==> src/hdl/mas_pkg.sv <==
// shared types and constants for the moving-average source reweighting block
// no dependencies; imported by mas_ctrl, mas_dp and the top level
`default_nettype none

package mas_pkg;

  localparam int SAMPLE_W  = 24;
  localparam int SUM_W     = 30;
  localparam int FRAC_W    = 16;
  localparam int DIV_NUM_W = 40;
  localparam int DIV_DEN_W = 24;
  localparam int COLS_W    = 7;

  localparam int CFG_IDX_W  = 1;
  localparam int CFG_DATA_W = 10;
  localparam int NS_CFG_W   = 10;
  localparam int LB_CFG_W   = 7;

  localparam logic [CFG_IDX_W-1:0] CFG_NUM_SOURCES = 1'b0;
  localparam logic [CFG_IDX_W-1:0] CFG_LOOK_BACK   = 1'b1;

  localparam logic [NS_CFG_W-1:0] NS_RESET = 10'd512;
  localparam logic [LB_CFG_W-1:0] LB_RESET = 7'd8;
  localparam logic [COLS_W-1:0]   COLS_MAX = 7'd127;

  localparam logic [SAMPLE_W-1:0] SAT_POS     = 24'h7F_FFFF;
  localparam logic [SAMPLE_W-1:0] SAT_NEG_MAG = 24'h80_0000;
  localparam logic [2*SAMPLE_W-1:0] ROUND_HALF = 48'd32768;

  typedef struct packed {
    logic signed [SAMPLE_W-1:0] sample;
    logic                       start_of_record;
  } in_word_t;

  typedef struct packed {
    logic signed [SAMPLE_W-1:0] corrected;
    logic                       column_end;
    logic                       passed_through;
  } out_word_t;

  typedef struct packed {
    logic load;
    logic mx_clr;
    logic div_mean;
    logic div_weight;
    logic wr_mean;
    logic wr_weight;
    logic rs_zero;
    logic pass;
    logic mul;
    logic upd;
    logic last;
    logic out_load;
  } ctrl_cmd_t;

  typedef struct packed {
    logic div_done;
    logic mx_zero;
    logic out_free;
  } dp_stat_t;

endpackage

`default_nettype wire

==> src/hdl/mas_ctrl.sv <==
// sequencer: configuration registers, column/record counters and the state machine
// depends on mas_pkg; drives mas_dp through ctrl_cmd_t
`default_nettype none

module mas_ctrl #(
  parameter int MAX_SOURCES   = 512,
  parameter int MAX_LOOK_BACK = 64,
  localparam int POS_W  = (MAX_SOURCES > 1) ? $clog2(MAX_SOURCES) : 1,
  localparam int NS_W   = $clog2(MAX_SOURCES + 1),
  localparam int SLOT_W = (MAX_LOOK_BACK > 1) ? $clog2(MAX_LOOK_BACK) : 1,
  localparam int LB_W   = $clog2(MAX_LOOK_BACK + 1),
  localparam int ADDR_W = (MAX_SOURCES * MAX_LOOK_BACK > 1) ?
                          $clog2(MAX_SOURCES * MAX_LOOK_BACK) : 1
) (
  input  logic                          clk,
  input  logic                          rst_n,
  input  logic                          in_valid,
  input  logic                          in_sor,
  output logic                          in_ready,
  input  logic                          cfg_we,
  input  logic [mas_pkg::CFG_IDX_W-1:0]  cfg_index,
  input  logic [mas_pkg::CFG_DATA_W-1:0] cfg_data,
  output mas_pkg::ctrl_cmd_t            cmd,
  input  mas_pkg::dp_stat_t             stat,
  output logic [POS_W-1:0]              src_addr,
  output logic [ADDR_W-1:0]             win_addr,
  output logic [LB_W-1:0]               lb_eff
);

  import mas_pkg::*;

  localparam logic [3:0] ST_IDLE    = 4'd0;
  localparam logic [3:0] ST_SETUP   = 4'd1;
  localparam logic [3:0] ST_W1_RD   = 4'd2;
  localparam logic [3:0] ST_W1_GO   = 4'd3;
  localparam logic [3:0] ST_W1_WAIT = 4'd4;
  localparam logic [3:0] ST_W1_WR   = 4'd5;
  localparam logic [3:0] ST_W1_CHK  = 4'd6;
  localparam logic [3:0] ST_W2_RD   = 4'd7;
  localparam logic [3:0] ST_W2_GO   = 4'd8;
  localparam logic [3:0] ST_W2_WAIT = 4'd9;
  localparam logic [3:0] ST_W2_WR   = 4'd10;
  localparam logic [3:0] ST_S_RD    = 4'd11;
  localparam logic [3:0] ST_S_MUL   = 4'd12;
  localparam logic [3:0] ST_S_UPD   = 4'd13;
  localparam logic [3:0] ST_S_OUT   = 4'd14;

  logic [3:0]          state_r, state_nxt;
  logic [NS_CFG_W-1:0] num_sources_r;
  logic [LB_CFG_W-1:0] look_back_r;
  logic [COLS_W-1:0]   cols_r, cols_nxt;
  logic [POS_W-1:0]    pos_r, pos_nxt;
  logic [SLOT_W-1:0]   slot_r, slot_nxt;
  logic [NS_W-1:0]     fill_r, fill_nxt;
  logic [POS_W-1:0]    k_r, k_nxt;
  logic                pass_r, pass_nxt;

  logic [NS_W-1:0] ns_eff;
  logic [NS_W-1:0] pos_inc;
  logic            pos_last;
  logic            k_last;
  logic            slot_wrap;
  logic            pass_now;
  logic            wt_phase;

  always_comb begin
    if (num_sources_r == '0) begin
      ns_eff = NS_W'(1);
    end else if (32'(num_sources_r) > 32'(MAX_SOURCES)) begin
      ns_eff = NS_W'(MAX_SOURCES);
    end else begin
      ns_eff = NS_W'(num_sources_r);
    end
    if (look_back_r == '0) begin
      lb_eff = LB_W'(1);
    end else if (32'(look_back_r) > 32'(MAX_LOOK_BACK)) begin
      lb_eff = LB_W'(MAX_LOOK_BACK);
    end else begin
      lb_eff = LB_W'(look_back_r);
    end
  end

  assign pos_inc   = NS_W'(pos_r) + NS_W'(1);
  assign pos_last  = pos_inc >= ns_eff;
  assign k_last    = (NS_W'(k_r) + NS_W'(1)) >= ns_eff;
  assign slot_wrap = (LB_W'(slot_r) + LB_W'(1)) >= lb_eff;
  assign pass_now  = 32'(cols_r) < 32'(lb_eff);

  assign wt_phase = (state_r == ST_W1_RD) || (state_r == ST_W1_GO) ||
                    (state_r == ST_W1_WAIT) || (state_r == ST_W1_WR) ||
                    (state_r == ST_W1_CHK) || (state_r == ST_W2_RD) ||
                    (state_r == ST_W2_GO) || (state_r == ST_W2_WAIT) ||
                    (state_r == ST_W2_WR);

  assign src_addr = wt_phase ? k_r : pos_r;
  assign win_addr = ADDR_W'(slot_r) * ADDR_W'(MAX_SOURCES) + ADDR_W'(pos_r);

  always_comb begin
    state_nxt = state_r;
    cols_nxt  = cols_r;
    pos_nxt   = pos_r;
    slot_nxt  = slot_r;
    fill_nxt  = fill_r;
    k_nxt     = k_r;
    pass_nxt  = pass_r;
    in_ready  = 1'b0;
    cmd       = '0;
    // running sum entries past the fill mark were never written in this record
    cmd.rs_zero = NS_W'(src_addr) >= fill_r;
    cmd.pass    = pass_r;
    cmd.last    = pos_last;

    unique case (state_r)
      ST_IDLE: begin
        in_ready = 1'b1;
        if (in_valid) begin
          cmd.load  = 1'b1;
          state_nxt = ST_SETUP;
          if (in_sor) begin
            cols_nxt = '0;
            pos_nxt  = '0;
            slot_nxt = '0;
            fill_nxt = '0;
          end
        end
      end
      ST_SETUP: begin
        pass_nxt = pass_now;
        if (!pass_now && pos_r == '0) begin
          cmd.mx_clr = 1'b1;
          k_nxt      = '0;
          state_nxt  = ST_W1_RD;
        end else begin
          state_nxt = ST_S_RD;
        end
      end
      ST_W1_RD: state_nxt = ST_W1_GO;
      ST_W1_GO: begin
        cmd.div_mean = 1'b1;
        state_nxt    = ST_W1_WAIT;
      end
      ST_W1_WAIT: begin
        if (stat.div_done) begin
          state_nxt = ST_W1_WR;
        end
      end
      ST_W1_WR: begin
        cmd.wr_mean = 1'b1;
        if (k_last) begin
          k_nxt     = '0;
          state_nxt = ST_W1_CHK;
        end else begin
          k_nxt     = k_r + POS_W'(1);
          state_nxt = ST_W1_RD;
        end
      end
      ST_W1_CHK: begin
        // zero maximum keeps the raw means as weights
        state_nxt = stat.mx_zero ? ST_S_RD : ST_W2_RD;
      end
      ST_W2_RD: state_nxt = ST_W2_GO;
      ST_W2_GO: begin
        cmd.div_weight = 1'b1;
        state_nxt      = ST_W2_WAIT;
      end
      ST_W2_WAIT: begin
        if (stat.div_done) begin
          state_nxt = ST_W2_WR;
        end
      end
      ST_W2_WR: begin
        cmd.wr_weight = 1'b1;
        if (k_last) begin
          k_nxt     = '0;
          state_nxt = ST_S_RD;
        end else begin
          k_nxt     = k_r + POS_W'(1);
          state_nxt = ST_W2_RD;
        end
      end
      ST_S_RD: state_nxt = ST_S_MUL;
      ST_S_MUL: begin
        cmd.mul   = 1'b1;
        state_nxt = ST_S_UPD;
      end
      ST_S_UPD: begin
        cmd.upd = 1'b1;
        if (pos_inc > fill_r) begin
          fill_nxt = pos_inc;
        end
        if (pos_last) begin
          pos_nxt  = '0;
          slot_nxt = slot_wrap ? '0 : slot_r + SLOT_W'(1);
          if (cols_r != COLS_MAX) begin
            cols_nxt = cols_r + COLS_W'(1);
          end
        end else begin
          pos_nxt = pos_r + POS_W'(1);
        end
        state_nxt = ST_S_OUT;
      end
      ST_S_OUT: begin
        if (stat.out_free) begin
          cmd.out_load = 1'b1;
          state_nxt    = ST_IDLE;
        end
      end
      default: state_nxt = ST_IDLE;
    endcase
  end

  always_ff @(posedge clk) begin
    if (!rst_n) begin
      state_r       <= ST_IDLE;
      num_sources_r <= NS_RESET;
      look_back_r   <= LB_RESET;
      cols_r        <= '0;
      pos_r         <= '0;
      slot_r        <= '0;
      fill_r        <= '0;
      k_r           <= '0;
      pass_r        <= 1'b1;
    end else begin
      state_r <= state_nxt;
      cols_r  <= cols_nxt;
      pos_r   <= pos_nxt;
      slot_r  <= slot_nxt;
      fill_r  <= fill_nxt;
      k_r     <= k_nxt;
      pass_r  <= pass_nxt;
      if (cfg_we) begin
        unique case (cfg_index)
          CFG_NUM_SOURCES: num_sources_r <= cfg_data[NS_CFG_W-1:0];
          CFG_LOOK_BACK:   look_back_r   <= cfg_data[LB_CFG_W-1:0];
          default: ;
        endcase
      end
    end
  end

endmodule

`default_nettype wire

==> config.mk <==
export PLATFORM = sky130hd
export DESIGN_NAME = mas_ctrl
export DESIGN_NICKNAME = d
export VERILOG_FILES = /design/src/hdl/mas_pkg.sv /design/src/hdl/mas_ctrl.sv
export SDC_FILE = /design/constraint.sdc
export NUM_CORES = 1
export LEC_CHECK = 0
export ABC_CLOCK_PERIOD_IN_PS = 3650
export BUFFER_PORTS_ARGS = -buffer_cell sky130_fd_sc_hd__buf_4
export CELL_PAD_IN_SITES_DETAIL_PLACEMENT = 0
export CELL_PAD_IN_SITES_GLOBAL_PLACEMENT = 1
export CORE_MARGIN = 2
export CORE_UTILIZATION = 43
export DETAILED_ROUTE_END_ITERATION = 12
export GPL_TIMING_DRIVEN = 0
export HOLD_SLACK_MARGIN = 0.06
export MAX_ROUTING_LAYER = met4
export PLACE_DENSITY_LB_ADDON = 0.1
export SLEW_MARGIN = 20
export SYNTH_ARGS = -nofsm -noshare
export SYNTH_HDL_FRONTEND = slang
export SYNTH_SLANG_ARGS = --single-unit
==> constraint.sdc <==
create_clock -name clk -period 3.65 [get_ports clk]
set_input_delay 0.9125 -clock clk [delete_from_list [all_inputs] [get_ports clk]]
set_output_delay 0.9125 -clock clk [all_outputs]
set_load 0.01 [all_outputs]
==> results of run 1 <==
## layout by cell type (no fill, tap or decap), types with 4 or more instances in the layout
master,Yosys,layout
a31o_2,5,5
a21oi_1,43,40
clkbuf_1,13,10
nor3_1,10,8
a22o_1,8,8
clkbuf_8,0,11
xnor2_1,8,7
a211oi_1,6,5
nor2_1,36,33
nand4_1,7,7
a21o_1,5,5
mux2_2,7,7
o2bb2ai_1,8,8
nor4_1,6,5
nor2b_1,10,10
inv_1,35,32
o21ai_0,20,16
xor2_1,7,6
and3_1,6,6
and2_1,4,4
o211ai_1,6,6
dfxtp_4,0,4
a31oi_1,5,5
nand3_1,26,25
dfxtp_1,63,51
nand2_1,88,84
buf_4,3,82
ha_1,55,52
dfxtp_2,0,8
or2_2,5,5
## state kept, by name, summed over array words and instances, names as in the netlist
signal         cells
cols_r             7
pass_r             1
fill_r            10
pos_r              9
state_r            4
slot_r             6
num_sources_r     10
k_r                9
look_back_r        7
## worst register-to-register path, cell delays in order, from the launching register on
cell and delay (ns):
dfxtp_4 0.36, buf_4 0.14, nand2_2 0.11, nor2_4 0.04
and3_1 0.20, xnor2_2 0.23, inv_2 0.10, buf_4 0.14
ha_1 0.28, a21o_1 0.16, a21o_1 0.17, a21oi_1 0.27
a31oi_2 0.22, nor2_1 0.58, a32o_1 0.22
## through the flow
stage | hold slack, ns | setup WS [ns] | instance area (µm²)
floorplan | 0.432 | 0.0849 | 4540
global placement | 0.445 | -0.547 | 5150
detailed placement | 0.452 | -0.606 | 5150
CTS | 0.461 | 0.00489 | 5780
global route | 0.487 | -0.0722 | 5840
finish | 0.459 | 0.0328 | 5840
## layer usage
metal	wire [µm]	vias to the layer above	track usage [%]	share of wire [%]
met4	264	0	6.86	2.0
met2	6000	165	38.4	45
met1	6300	2119	34.5	47
met5	0	-	-	0
li1	-	2255	-	-
met3	808	24	2.98	6.0
## area by class of cell
class / count / area, µm²
Clock inverter: 6 / 108
Tap cell: 136 / 170
Timing Repair Buffer: 83 / 627
Clock buffer: 10 / 138
Fill cell: 985 / 4430
Multi-Input combinational cell: 448 / 3260
Sequential cell: 63 / 1290
Buffer: 19 / 123
Inverter: 36 / 135
## synthesized netlist by cell type (7+ instances only)
| cell | number |
|---|---|
| nand2_1 | 88 |
| dfxtp_1 | 63 |
| ha_1 | 55 |
| a21oi_1 | 43 |
| nor2_1 | 36 |
| inv_1 | 35 |
| nand3_1 | 26 |
| o21ai_0 | 20 |
| clkbuf_1 | 13 |
| nor2b_1 | 10 |
| nor3_1 | 10 |
| a22o_1 | 8 |
| o2bb2ai_1 | 8 |
| xnor2_1 | 8 |
| mux2_2 | 7 |
| nand4_1 | 7 |
| xor2_1 | 7 |
## cell families (layout without fill, tap and decap cells)
kind of cell | after synthesis | count (layout) | synth area share (%)
flip-flops | 63 | 63 | 27.8
adder cells (fa/ha/maj) | 55 | 55 | 15.2
AND/OR/NAND/NOR | 225 | 225 | 24.4
buffers and inverters | 57 | 154 | 4.99
multiplexers | 10 | 10 | 2.40
XOR/XNOR | 15 | 15 | 2.89
AO/OA/AOI/OAI | 143 | 143 | 22.4
## power breakdown
group          internal [W]  total (W)  leakage (nW)  switching [W]
Clock              0.000470   0.000760         0.122       0.000289
Sequential         0.000716   0.000753         0.517      0.0000372
Combinational      0.000327   0.000752          1.94       0.000425
## worst paths after layout
check,end,slack [ns],cells past startpoint
hold reg to reg,num_sources_r[0]$_SDFFE_PN0P_,0.46,2
hold / removal,num_sources_r[0]$_SDFFE_PN0P_,0.46,2
setup reg to reg,fill_r[2]$_SDFFE_PN0P_,0.39,14
setup / recovery,cmd[1],0.03,10
## timing repair
action,CTS,global route
gates cloned,1,0
pin swaps,10,2
setup buffers,22,1
setup endpoints to repair,2,3
resized for setup,63,13
==> run metrics, run 1 <==
Top delay family on crit path simple AND/OR/NAND/NOR gates; Power, Total between 0.002 and 0.0025 W; largest net degree at the start of global routing 13; largest cells by area after synthesis dfxtp_1, ha_1, nand2_1; Synth Instances ~570; Worst Tran Pin Value roughly 0.9 ns; min Tclk post-route around 3.6 ns; CTS Buf Count 9; CP max-delay cell dfxtp_4; grt ovf 0; ys async rst share 0%; GP Congestion around 0.96; Routed WL between 10000 and 15000 µm; Crit path required time 2.74 ns; FF+latch count, synth 63; final-stage net count 734; Vias/cell between 5 and 6; CTS max path bufs 2; max-cap violations 0; hold wc startpoint num_sources_r[0]$_SDFFE_PN0P_; hold buffers post-CTS 0; Inst Count DP approximately 760; final core occ a little under three fifths; RSZ-0062 raised after global routing true; CP Class flop to output port; Slew Limit Fails 0; clk slew on worst S/H paths roughly 0.07 ns; Reg-to-Reg Start pos_r[1]$_SDFFE_PN0P_; synth unique cells 73; Seq/Total Area, Yosys 27.8%; Pwr per Cell Area 388 nW/µm²; first-pass GRT wire length between 20000 and 25000 µm; num rows 37; fraction of layout cells with a size suffix above 1 a little over a quarter; yosys warns 0; IO Port Bufs 59; syn avg cell area 8.00 µm²; Worst VDD drop around 0.25 mV; Worst Skew approximately 0.018 ns; DRT Pass-1 Iters 4; CTS Sinks 63; Worst Hold Class flop to flop; I/O Pins 63; CP max FO 8; antenna viol nets, final 0; post-synth net total between 600 and 700; H-tree lvl count 3; vias around 4600; 1st-iter DRT viols 280; crit end category output port; status finished, final reports clean; CTS tree done; Setup crit start kind flop; overall routing resource usage between 20% and 30%; number of synthesized flops with an enable pin 0; number of remaining DRC errors 0; maximum clock frequency approximately 280 MHz; die span in x about 110 µm; Core ar. between 10000 and 15000 µm²; number of global-route vias before repair about 4300; Post-Syn Area 4540 µm²; CP peak stage delay 0.42 ns; Fin. Hold Viols 0; dpl hpwl a little over 10000 µm; worst path bufs/invs 2; Die Area 11400 µm²; Die Ht approximately 110 µm; CP arrival roughly 2.7 ns; leakage between 2 and 3 nW; Root Driver clkbuf_8; CP Cell Sequence nand3_4 -> or3_4 -> xor2_4 -> inv_2 -> ha_4 -> and4_4 -> nand2_2 -> a2111o_1 -> nand3_2 -> buf_6; WL/cell between 15 and 20 µm; Rel. slew slack about two fifths; period utilization between 90% and 100%; Ant. Diodes 0; Synth area leader dfxtp_1; post-synth top area share around 28%; clk_lat worst skew ~0.35 ns; main flop type after synthesis dfxtp_1; initial core utilization 44.2%; setup TNS after final layout 0 ns; final setup fails 0; start point of the critical path pos_r[4]$_SDFFE_PN0P_; antenna violations before repair 0; P&R area growth vs syn 28.7%; non-filler cells, final around 800
(Power assumes the default switching activity.)
==> run 2, diff against run 1 <==
--- a/config.mk
+++ b/config.mk
@@ -15,7 +15,7 @@
 export GPL_TIMING_DRIVEN = 0
 export HOLD_SLACK_MARGIN = 0.06
 export MAX_ROUTING_LAYER = met4
-export PLACE_DENSITY_LB_ADDON = 0.1
+export PLACE_DENSITY = 0.91
 export SLEW_MARGIN = 20
 export SYNTH_ARGS = -nofsm -noshare
 export SYNTH_HDL_FRONTEND = slang
==> run 2 against run 1 <==
Against the previous run: the flow now finishes with violations (setup timing); via count up 1.8%; combinational power down 2%; worst setup slack lost 0.052 ns; core utilization grew 0.073 points; hold slack improved by 0.0067 ns; register-to-register slack better by 0.05 ns; critical path type unchanged; cell area is 0.13% higher; wire length is 0.32% lower; global-route usage fell by 0.83 points; sequential share of layout area rose by 0.23 points; cell count up 0.75%.
==> run metrics, run 2 (synthesis results as in run 1) <==
CTS Buf Count 9; Crit path required time 2.74 ns; Setup crit start kind flop; P&R area growth vs syn 28.8%; num rows 37; Vias/cell 5.76; grt ovf 0; Rel. slew slack 43.2%; clk slew on worst S/H paths 0.08 ns; status finished with violations; die span in x roughly 110 µm; H-tree lvl count 3; Ant. Diodes 0; Reg2Reg Setup Slack around 0.44 ns; number of global-route vias before repair 4399; Worst Hold Class flop to flop; dpl hpwl a little under 10000 µm; WL/cell approximately 17 µm; crit end category output port; Worst Skew roughly 0.012 ns; WHS Endpoint fill_r[7]$_SDFFE_PN0P_; CTS Sinks between 60 and 70; overall routing resource usage approximately a quarter; Slew Limit Fails 0; Top Registers fill_r (10), num_sources_r (10); min Tclk post-route 3.67 ns; IO Port Bufs 59; Pwr per Cell Area approximately 360 nW/µm²; leakage 2.60 nW; 1st-iter DRT viols 300; CP arrival approximately 2.8 ns; Routed WL around 13000 µm; period utilization 101%; final setup fails 1; post-route setup slack -0.0192 ns; CTS max path bufs 2; fillers 970; antenna violations before repair 0; fraction of layout cells with a size suffix above 1 between 20% and 30%; I/O Pins 63; Inst Count DP between 700 and 800; first-pass GRT wire length 21300 µm; Root Driver clkbuf_8; FF-to-FF End pos_r[5]$_SDFFE_PN0P_; CP max FO 3; failing checks setup timing; Die Area between 10000 and 15000 µm²; Die Ht approximately 110 µm; most frequent cells in the layout buf_4, nand2_1, ha_1; GP Congestion 0.963; vias 4645; largest net degree at the start of global routing 13; Fin. Hold Viols 0; Core ar. 10300 µm²; antenna viol nets, final 0; hold wc startpoint fill_r[7]$_SDFFE_PN0P_; DRT Pass-1 Iters 5; CP Class flop to output port; RSZ-0062 raised after global routing true; hold buffers post-CTS 0; maximum clock frequency about 270 MHz; CTS tree done; final-stage net count 740; Hold Path Stages 1; Worst VDD drop between 0.2 and 0.25 mV; number of remaining DRC errors 0; Worst Tran Pin Value between 0.8 and 0.9 ns; clk_lat worst skew roughly 0.35 ns; commonest non-fill, non-tap cell in the layout buf_4; Reg-to-Reg Start num_sources_r[1]$_SDFFE_PN0P_; FF-to-FF path depth 10; final core occ between 50% and 60%; non-filler cells, final just over 800; initial core utilization roughly 44%; max-cap violations 0
[run 2: changes by cell type in the layout (fill, tap and decap cells not counted), moves of 2 or more]
cell | previous run | this run
dfxtp_2 | 8 | 2
dfxtp_4 | 4 | 10
buf_4 | 82 | 86
buf_6 | 3 | 5
bufinv_16 | 3 | 1
clkbuf_1 | 10 | 12
nor2_1 | 33 | 35
nor2_2 | 2 | 0
[run 2: routing by layer]
layer,GRT usage [%],vias up,part of all wire (%)
li1,-,2262,-
met1,32.3,2161,47
met2,37.1,183,46
met3,3.77,39,5.5
met4,7.79,0,2.3
met5,-,-,0
[run 2: worst max-delay path: stages (launching register included)]
cell	delay, ns
dfxtp_4	0.37
ha_4	0.15
inv_4	0.05
or3_4	0.38
xor2_2	0.18
inv_2	0.09
ha_4	0.26
and4_4	0.22
nand2_2	0.06
a2111o_1	0.41
nand3_2	0.13
buf_6	0.11
[run 2: worst max path at each step]
stage	startpoint	endpoint	slack [ns]	cells past startpoint
6_report	pos_r[0]$_SDFFE_PN0P_	cmd[1]	-0.02	11
5_1_grt	pos_r[0]$_SDFFE_PN0P_	cmd[1]	-0.11	11
4_1_cts	state_r[1]$_SDFFE_PN0P_	cmd[5]	-0.08	16
3_5_place_dp	state_r[1]$_SDFFE_PN0P_	cmd[5]	-0.62	15
3_3_place_gp	state_r[1]$_SDFFE_PN0P_	cmd[5]	-0.52	15
2_1_floorplan	state_r[1]$_SDFFE_PN0P_	cmd[5]	0.08	14
[run 2: power breakdown]
part	internal [W]	switching, W	leakage [nW]
logic	0.000326	0.000413	1.99
registers	0.000718	0.0000485	0.519
clock network	0.000331	0.000275	0.100
total	0.00138	0.000737	2.60
[run 2: layout make-up]
type	count	area, µm²	area share [%]
buffer	18	113	1.92
clock buffer	12	145	2.48
clock inverter	4	45.0	0.770
inverter	36	138	2.35
multi-input combinational	448	3250	55.5
sequential	63	1300	22.2
tap	136	170	2.91
timing repair buffer	90	691	11.8
[run 2: stage by stage]
step                instance area, µm²  TNS (ns)  setup slack [ns]  hold slack, ns  power (W)
floorplan                         4540         0            0.0849           0.432    0.00114
global placement                  5150    -0.786            -0.523           0.447    0.00131
detailed placement                5150    -0.889            -0.617           0.453    0.00132
CTS                               5700   -0.0788           -0.0788           0.470    0.00206
global route                      5850    -0.170            -0.107           0.487    0.00222
finish                            5850   -0.0192           -0.0192           0.465    0.00211
[run 2: timing repair]
| action | CTS | global route |
|---|---|---|
| gates cloned | 1 | 0 |
| gates resized for setup | 61 | 25 |
| buffers inserted | 22 | 8 |
| setup endpoints to repair | 2 | 3 |
| pin swaps | 12 | 17 |
==> run 3, diff against run 2 <==
--- a/config.mk
+++ b/config.mk
@@ -5,17 +5,18 @@
 export SDC_FILE = /design/constraint.sdc
 export NUM_CORES = 1
 export LEC_CHECK = 0
-export ABC_CLOCK_PERIOD_IN_PS = 3650
+export ABC_CLOCK_PERIOD_IN_PS = 2980
 export BUFFER_PORTS_ARGS = -buffer_cell sky130_fd_sc_hd__buf_4
 export CELL_PAD_IN_SITES_DETAIL_PLACEMENT = 0
 export CELL_PAD_IN_SITES_GLOBAL_PLACEMENT = 1
+export CORE_ASPECT_RATIO = 1.75
 export CORE_MARGIN = 2
-export CORE_UTILIZATION = 43
+export CORE_UTILIZATION = 39
 export DETAILED_ROUTE_END_ITERATION = 12
 export GPL_TIMING_DRIVEN = 0
 export HOLD_SLACK_MARGIN = 0.06
 export MAX_ROUTING_LAYER = met4
-export PLACE_DENSITY = 0.91
+export PLACE_DENSITY = 0.88
 export SLEW_MARGIN = 20
 export SYNTH_ARGS = -nofsm -noshare
 export SYNTH_HDL_FRONTEND = slang
==> constraint.sdc (replaced) <==
create_clock -name clk -period 2.98 [get_ports clk]
set_input_delay 0.745 -clock clk [delete_from_list [all_inputs] [get_ports clk]]
set_output_delay 0.745 -clock clk [all_outputs]
set_load 0.01 [all_outputs]
==> run 3 against run 2 <==
Against the previous run: the flow still finishes with violations (setup timing); cell area rose by 7.6%; wire length rose by 15%; worst setup slack got worse by 0.43 ns; sequential share of layout area fell by 1.5 points; core utilization fell by 2.0 points; clock power rose by 80%.
==> run metrics, run 3 (synthesis results as in run 1) <==
leakage between 2 and 3 nW; Min Hold Slack approximately 0.46 ns; Vias/cell around 6; clk slew on worst S/H paths 0.06 ns; CTS max path bufs 2; DRT Pass-1 Iters 5; Routed WL 15300 µm; maximum clock frequency 291 MHz; WL met2 about 8400 µm; Die Area around 13000 µm²; overall routing resource usage around a quarter; Power, Total about 0.0030 W; RSZ-0062 raised after global routing true; initial core utilization between 30% and 40%; post-route cell area between 6000 and 7000 µm²; DR WL met3 about 670 µm; first-pass GRT wire length ~24000 µm; vias 4868; grt ovf 0; die span in x ~86 µm; hold buffers post-CTS 0; period utilization 115%; Fin. Hold Viols 0; Top delay family on crit path compound AO/OA/AOI/OAI gates; post-route setup slack -0.454 ns; final setup fails 14; min Tclk post-route 3.43 ns; CP max FO 5; fillers 1060; Rel. slew slack 48.9%; largest net degree at the start of global routing 14; CTS Buf Count 9; FF-to-FF path depth 14; Core ar. ~11000 µm²; FF-to-FF End cols_r[2]$_SDFFE_PN0P_; CP max-delay cell dfxtp_4; CP peak stage delay between 0.3 and 0.4 ns; antenna violations before repair 0; setup TNS after final layout -1.48 ns; num rows 52; clk_lat worst skew 0.34 ns; CTS tree done; Setup crit start kind flop; cell repeated most along the worst path o21ai_1; status finished with violations; Slew Limit Fails 0; Crit path required time roughly 2.2 ns; Root Driver clkbuf_16; I/O Pins between 60 and 70; Die Ht between 100 and 150 µm; number of remaining DRC errors 0; Reg-to-Reg Start pos_r[1]$_SDFFE_PN0P_; CP Cell Sequence clkbuf_8 -> nor3_4 -> a21oi_4 -> clkbuf_4 -> o21ai_1 -> ha_1 -> a21oi_2 -> nor2b_1 -> o21ai_1 -> a211oi_1 -> o31a_1 -> buf_4; Worst Skew between 0.008 and 0.009 ns; 1st-iter DRT viols roughly 330; max-cap violations 0; GP Congestion roughly 0.94; Worst VDD drop between 0.4 and 0.5 mV; Top Registers fill_r (10), num_sources_r (10); fraction of layout cells with a size suffix above 1 32.9%; top layer reached by signal wires met4; dpl hpwl ~11000 µm; antenna viol nets, final 0; number of global-route vias before repair about 4800; Reg2Reg Setup Slack -0.12 ns; P&R area growth vs syn 38.6%; H-tree lvl count 3; failing checks setup timing; Worst Tran Pin Value approximately 0.76 ns; most frequent cells in the layout buf_4, nand2_1, ha_1; Ant. Diodes 0; IO Port Bufs between 50 and 60; total stage count of the critical path 12; commonest non-fill, non-tap cell in the layout buf_4; CTS Sinks 63; Placed Area between 5000 and 6000 µm²; hold wc startpoint num_sources_r[0]$_SDFFE_PN0P_; WHS Endpoint num_sources_r[0]$_SDFFE_PN0P_; worst path bufs/invs 3; Hold Path Stages 2; WL/cell between 15 and 20 µm; CP Class flop to output port; final-stage net count about 760; Worst Hold Class flop to flop; crit end category output port; CP arrival between 2 and 3 ns; Pwr per Cell Area ~480 nW/µm²; M1 WL 5370 µm
## run 3: cell types whose count changed in the layout (fill, tap and decap cells not counted), moves of 5 or more
| cell | before | now |
|---|---|---|
| buf_4 | 86 | 97 |
| clkbuf_16 | 0 | 9 |
| clkbuf_8 | 10 | 1 |
| dfxtp_2 | 2 | 7 |
| nand2_4 | 1 | 6 |
## run 3: what timing repair did
item	in CTS	in global routing
pin swaps	16	20
cloned	1	1
resized for setup	59	46
buffers inserted	25	19
setup endpoints to repair	43	41
## run 3: final cells by class
| type | instances | area [µm²] | share of cell area, % |
|---|---|---|---|
| clock inverters | 7 | 78.8 | 1.25 |
| multi-input cells | 449 | 3460 | 54.9 |
| flip-flops and latches | 63 | 1300 | 20.7 |
| well taps | 135 | 169 | 2.68 |
| inverters | 36 | 143 | 2.27 |
| repair buffers | 104 | 807 | 12.8 |
| clock buffers | 9 | 225 | 3.58 |
| plain buffers | 18 | 111 | 1.77 |
## run 3: power by group
part	switching, W	total, W	internal, W	leakage (nW)
clock	0.000433	0.00109	0.000657	0.147
combinational	0.000580	0.00102	0.000445	2.11
sequential	0.0000517	0.000930	0.000878	0.521
## run 3: stage by stage
step                      std cells  util, %  setup slack, ns
after CTS                       802     51.9           -0.532
after global placement          762     45.7           -0.511
final                           821     55.0           -0.454
after floorplan                 568        -          -0.0603
after global routing            821     55.0           -0.554
after detailed placement        762     45.7           -0.507
## run 3: routing by layer
metal | vias up | track usage, %
met5 | - | -
met4 | 0 | 12.9
met3 | 64 | 2.98
met2 | 179 | 43.9
met1 | 2327 | 25.0
li1 | 2298 | -
## run 3: worst max path at each step
stage	from	end	slack, ns
floorplan	pos_r[2]$_SDFFE_PN0P_	cmd[1]	-0.06
global placement	state_r[1]$_SDFFE_PN0P_	cmd[5]	-0.51
detailed placement	state_r[0]$_SDFFE_PN0P_	cmd[5]	-0.51
CTS	state_r[2]$_SDFFE_PN0P_	cmd[5]	-0.53
global route	state_r[1]$_SDFFE_PN0P_	cmd[5]	-0.55
finish	state_r[2]$_SDFFE_PN0P_	cmd[5]	-0.45
## run 3: worst min-delay path: cells and delay by family, from the launching register on
| family | cells | cell delay, ns |
|---|---|---|
| AND/OR/NAND/NOR | 1 | 0.05 |
| AO/OA/AOI/OAI | 1 | 0.05 |
| flip-flops | 1 | 0.31 |
